$ cat config.mk
export PLATFORM = sky130hd
export DESIGN_NAME = nbg_ram
export DESIGN_NICKNAME = d
export VERILOG_FILES = /design/src/rtl/nbg_ram.sv
export SDC_FILE = /design/constraint.sdc
export NUM_CORES = 1
export LEC_CHECK = 0
export ABC_CLOCK_PERIOD_IN_PS = 5400
export BUFFER_PORTS_ARGS = -buffer_cell sky130_fd_sc_hd__buf_2
export CAP_MARGIN = 20
export CORE_ASPECT_RATIO = 1.4
export CORE_MARGIN = 4
export CORE_UTILIZATION = 25
export DETAILED_ROUTE_END_ITERATION = 7
export MAX_ROUTING_LAYER = met4
export PLACE_DENSITY_LB_ADDON = 0.3
export SLEW_MARGIN = 20
export SYNTH_ARGS = -nofsm -noshare
export SYNTH_HDL_FRONTEND = slang
export SYNTH_SLANG_ARGS = --single-unit
$ cat constraint.sdc
create_clock -name i_clk -period 5.4 [get_ports i_clk]
set_input_delay 1.08 -clock i_clk [delete_from_list [all_inputs] [get_ports i_clk]]
set_output_delay 1.08 -clock i_clk [all_outputs]
set_load 0.005 [all_outputs]
$ cat src/rtl/nbg_ram.sv
// Generic single-write, single-read RAM with registered read data.
module nbg_ram #(
    parameter int WIDTH = 32,
    parameter int DEPTH = 16
) (
    input  logic                     i_clk,
    input  logic                     i_we,
    input  logic [$clog2(DEPTH)-1:0] i_waddr,
    input  logic [WIDTH-1:0]         i_wdata,
    input  logic [$clog2(DEPTH)-1:0] i_raddr,
    output logic [WIDTH-1:0]         o_rdata
);
    logic [WIDTH-1:0] r_mem [DEPTH];
    logic [WIDTH-1:0] r_rdata;

    // write port and registered read port
    always_ff @(posedge i_clk) begin
        if (i_we) begin
            r_mem[i_waddr] <= i_wdata;
        end
        r_rdata <= r_mem[i_raddr];
    end

    assign o_rdata = r_rdata;
endmodule

Yosys cells after proc, flatten, opt, wreduce, memory -nomap -nowiden
Memories as Yosys holds them, arrays and structs flattened. A register that Yosys moved wholly into a read port is not among the register bits.
Cells that the tools add are included.
- memories: 1
- memory bits (writable): 512
- register bits: 0
- logic and storage cells: 3
- multiplexer cells: 2
- memory list (memory ; depth ; bits a word ; rd ports ; clocked after memory_dff ; write ports ; line ; source):
    r_mem ; 16 ; 32 ; 1 ; 1 ; 1 ; 13 ; logic [WIDTH-1:0] r_mem [DEPTH];
- operator list (cell ; number):
    $mux 1 ; 2

Depth between registers and ports, before layout
- depth in word-level cells: 2
- mapped depth: 5
- depth with buffers taken out: 3

Worst setup path before layout
OpenSTA, ideal clock, no wires.
- path kind: input-to-reg
- start point: in i_waddr[2]
- end point: mem r_mem[0][0], enable pin
- setup slack: 1.140 ns
- setup time: 0.461 ns
- path buffers: 0
- stages on the path: 2
- data required time: 4.939 ns
- arrival: 3.798 ns
- cell sequence: or3b_2 nor3_1
- RTL lines (item ; line ; source):
    start, declared ; 8 ; input logic [$clog2(DEPTH)-1:0] i_waddr,
    end, declared ; 13 ;
No word-level cell before the write port.

==> results.md <==
- The flow ran to the end, and the final reports show no timing, DRC or antenna violations.
- In the synthesized netlist the dominant register cell turns out to be sky130_fd_sc_hd__edfxtp_1.
- Cells with a size suffix above 1 make up 32.5% of the layout.
- 74 I/O pins were placed.
- The largest single stage delay on the critical path is 690 ps.
- The HPWL after detailed placement is 23,900 um.
- The slack of the worst reg-to-reg path is 4080 ps.
- The number of buffers on the longest clock path is 3.
- The fraction of synthesized cell area taken by the top area cell type is 77.4%.
- The initialized floorplan defines 122 standard-cell rows.
- The number of flops mapped to enable cells by yosys is 512.
- Max-cap violations in this run came to 0.
- The critical path arrival is 3150 ps.
- The synthesized instance count is 838.
- The type of the tightest min-delay check is reg2reg.
- For this run, design rule violations remaining after detail routing come to 0.
- Summed over all failing endpoints, the final setup total negative slack is 0 ps.
- For this design the static power due to leakage is 7.26 nW.
- The chip height is 341 um.
- CTS built an H-tree with a depth of 2.
- At the later pin of the worst-skew pair, clock insertion delay measures 570 ps.
- Setup repair after global routing left no endpoint under its margin.
- Once placement completed, the tool counted placed cells totaling 1,948.
- The final setup violation count is 0.
- The total congestion overflow is 0.
- At the end of routability-driven placement, the weighted congestion stood at 0.687.
- The clock slew at the register clock pins of the worst setup and hold paths is 70 ps.
- Measured in cells, the most critical reg-to-reg path has a length of 3.
- The headroom to the max-slew limit is 31.0%.
- The slowest cell on the critical path is sky130_fd_sc_hd__clkbuf_8.
- The hold buffer count at cts is 0.
- From synthesis to final layout, the design area changed by 17.4%.
- The yosys synthesis warning count is 0.
- The sequential share of the synthesized area is 80.7%.
- The final critical path takes up 50.1% of the cycle.
- The commonest cells after synthesis are sky130_fd_sc_hd__edfxtp_1 (512), sky130_fd_sc_hd__mux4_2 (128), sky130_fd_sc_hd__a22oi_1 (64).
- The reg-to-reg critical path endpoint is o_rdata[23]$_DFF_P_.
- The number of sinks handled by clock tree synthesis is 544.
- Ranked by total cell area, the synthesized netlist is headed by sky130_fd_sc_hd__edfxtp_1 (77%), sky130_fd_sc_hd__mux4_2 (15%), sky130_fd_sc_hd__dfxtp_1 (3.2%).
- For this run, the detailed router's first-pass iteration total came to 5.
- The worst path in the final design needs a cycle of 2710 ps, including I/O delays and setup.
- The remaining antenna violation count after routing is 0.
- The most common cell in the synthesized netlist is sky130_fd_sc_hd__edfxtp_1.
- The number of buffers added on ports is 73.
- The mean cell area of the mapped netlist is 23.7 um^2.
- The signal on the critical path passes through clkbuf_8, buf_12, mux4_2, a22oi_1, nand2_1.
- STA classifies the critical path endpoint as a flip-flop.
- The worst voltage drop across the vdd grid is 0.194 mV.
- The count of buffering cells on the critical path with inverters included is 2.
- The final number of hold-violating endpoints was 0.
- The total area inside the core boundary comes to 78,900 um^2.
- The number of antenna violations at the first check in global routing was 6.
- The initial utilization of the core area, before any placement, comes to 25.2%.
- Of all flip-flops after synthesis, the portion carrying an async set or reset was 0%.
- The pin count of the biggest net entering global routing is 71.
- The kind of cell with the highest combined delay on the critical path is buffers and inverters.
- Across the routed clock network, the largest skew measured is 9.39 ps.
- The data required time of the worst path is 5840 ps.
- The post-CTS resize count is 0.
- After the flow finishes, the layout carries non-filler instances totaling 2,039.
- Dividing the detail-routed via count by the number of cells gives 4.33.
- The filler cells instantiated in the layout total 7,652.
- The kind of start point of the critical path is an input port.
- The most critical setup path has its endpoint at o_rdata[18]$_DFF_P_.
- The number of buffers added for setup after CTS is 0.
- CTS placed an instance of sky130_fd_sc_hd__clkbuf_16 at the clock tree root.
- The number of nets produced by synthesis is 880.
- The number of global-route vias before repair came to 9,628.
- The largest fanout on the critical path is 70.
- Buffers inserted during clock tree synthesis total 49.
- The startpoint identified for the worst register-to-register timing path is r_mem[8][23]$_DFFE_PP_.
- The number of different library cells used by synthesis comes to 18.
- The dominant cell type by area after synthesis is sky130_fd_sc_hd__edfxtp_1.
- Counting buffers and inverters, the worst setup path is 5 cells deep.
- For the pin with the worst max-slew slack, the measured transition is 1030 ps.
- The max-slew violation count is 0.
- The first global-routing pass estimated 66,200 um of wire.
- The first element of the critical path is i_raddr[0].
- The die footprint is 84,100 um^2.
- After detailed routing, the average wire length per cell comes to 22.2 um.
- The final layout contains 987 nets.
- The global-route usage over all layers is 11.0%.
- The maximum frequency from static timing analysis is 0.369 GHz.
- The routed design has 45,200 um of wire.
- After the first detailed-routing iteration, the DRC count stood at 655.
- The final route contains 8,826 vias.
- Measured along the x axis, the die boundary spans 246 um.
- The critical path in this run is classified as in2reg.
- The netlist area before placement is 19,900 um^2.
- The register bit count reported by yosys is 544.
- TritonCTS built the clock tree.
- Dividing total power by cell area gives a power density of 374 nW/um^2.
-- report_power, final --
group          switching [W]  leakage, nW  internal (W)  total (W)
sequential         0.0000304         4.89       0.00472    0.00475
combinational       0.000238         1.57      0.000167   0.000405
clock                0.00150        0.792       0.00208    0.00357
total                0.00176         7.26       0.00696    0.00873
-- tightest hold or removal path: stages (launching register included) --
cell	delay [ps]
sky130_fd_sc_hd__edfxtp_1	310
sky130_fd_sc_hd__mux4_2	220
sky130_fd_sc_hd__a22oi_1	60
sky130_fd_sc_hd__nand2_1	50
-- layer usage --
| layer | up-vias | part of all wire [%] | track usage (%) |
|---|---|---|---|
| li1 | 3781 | - | - |
| met1 | 4793 | 42 | 13.9 |
| met2 | 186 | 51 | 18.3 |
| met3 | 66 | 4.7 | 2.07 |
| met4 | 0 | 2.2 | 2.99 |
| met5 | - | 0 | - |
-- area by class of cell --
class                           instances  area, um^2  area share [%]
Timing Repair Buffer                   99         584            2.51
Multi-Input combinational cell        251        3750            16.1
Tap cell                             1054        1320            5.66
Clock buffer                           68        1350            5.78
Antenna cell                            3        7.51          0.0322
Sequential cell                       544       16000            68.7
Clock inverter                         20         280            1.20
-- sequential cells by signal (all words and copies together) (netlist names) --
signal   flops
r_mem      512
o_rdata     32
-- placed cells by master (no fill, tap or decap) --
cell and instances:
sky130_fd_sc_hd__a22oi_1 64, sky130_fd_sc_hd__and2_2 1, sky130_fd_sc_hd__buf_12 1, sky130_fd_sc_hd__buf_2 71
sky130_fd_sc_hd__buf_4 26, sky130_fd_sc_hd__bufinv_16 7, sky130_fd_sc_hd__clkbuf_1 14, sky130_fd_sc_hd__clkbuf_16 49
sky130_fd_sc_hd__clkbuf_8 6, sky130_fd_sc_hd__clkinv_1 3, sky130_fd_sc_hd__clkinv_2 7, sky130_fd_sc_hd__clkinvlp_4 2
sky130_fd_sc_hd__dfxtp_1 32, sky130_fd_sc_hd__diode_2 3, sky130_fd_sc_hd__edfxtp_1 512, sky130_fd_sc_hd__inv_6 1
sky130_fd_sc_hd__mux4_2 128, sky130_fd_sc_hd__nand2_1 33, sky130_fd_sc_hd__nand2b_1 2, sky130_fd_sc_hd__nand3_1 1
sky130_fd_sc_hd__nand3b_1 2, sky130_fd_sc_hd__nor2_4 13, sky130_fd_sc_hd__nor2b_4 2, sky130_fd_sc_hd__nor3_2 4
sky130_fd_sc_hd__or3b_2 1
-- kinds of logic after synthesis --
family          count (synthesis)  synth area share, %
simple gates                   59                 1.27
mux                           128                 14.5
buf+inv                        43                 1.12
flops                         544                 80.7
compound gates                 64                 2.42
-- how the worst min path moves through the flow --
stage | start | endpoint | slack (ps) | cells past startpoint
6_report | r_mem[14][2]$_DFFE_PP_ | o_rdata[2]$_DFF_P_ | 670 | 3
3_5_place_dp | r_mem[14][2]$_DFFE_PP_ | o_rdata[2]$_DFF_P_ | 660 | 3
5_1_grt | r_mem[13][2]$_DFFE_PP_ | o_rdata[2]$_DFF_P_ | 690 | 3
4_1_cts | r_mem[14][2]$_DFFE_PP_ | o_rdata[2]$_DFF_P_ | 670 | 3
2_1_floorplan | r_mem[14][0]$_DFFE_PP_ | o_rdata[0]$_DFF_P_ | 630 | 3
3_3_place_gp | r_mem[12][14]$_DFFE_PP_ | o_rdata[14]$_DFF_P_ | 650 | 3
-- stage by stage --
stage / hold WS [ps] / setup slack, ps / total power [W] / cell area, um^2 / utilization [%]
2_1_floorplan: 635 / 1140 / 0.00506 / 19900 / -
3_3_place_gp: 650 / 1980 / 0.00525 / 21700 / 27.5
3_5_place_dp: 656 / 1990 / 0.00526 / 21700 / 27.5
4_1_cts: 671 / 2610 / 0.00885 / 23300 / 29.5
5_1_grt: 693 / 2470 / 0.00904 / 23300 / 29.5
6_report: 666 / 2690 / 0.00873 / 23300 / 29.5
Power figures use the tool's default switching activity.
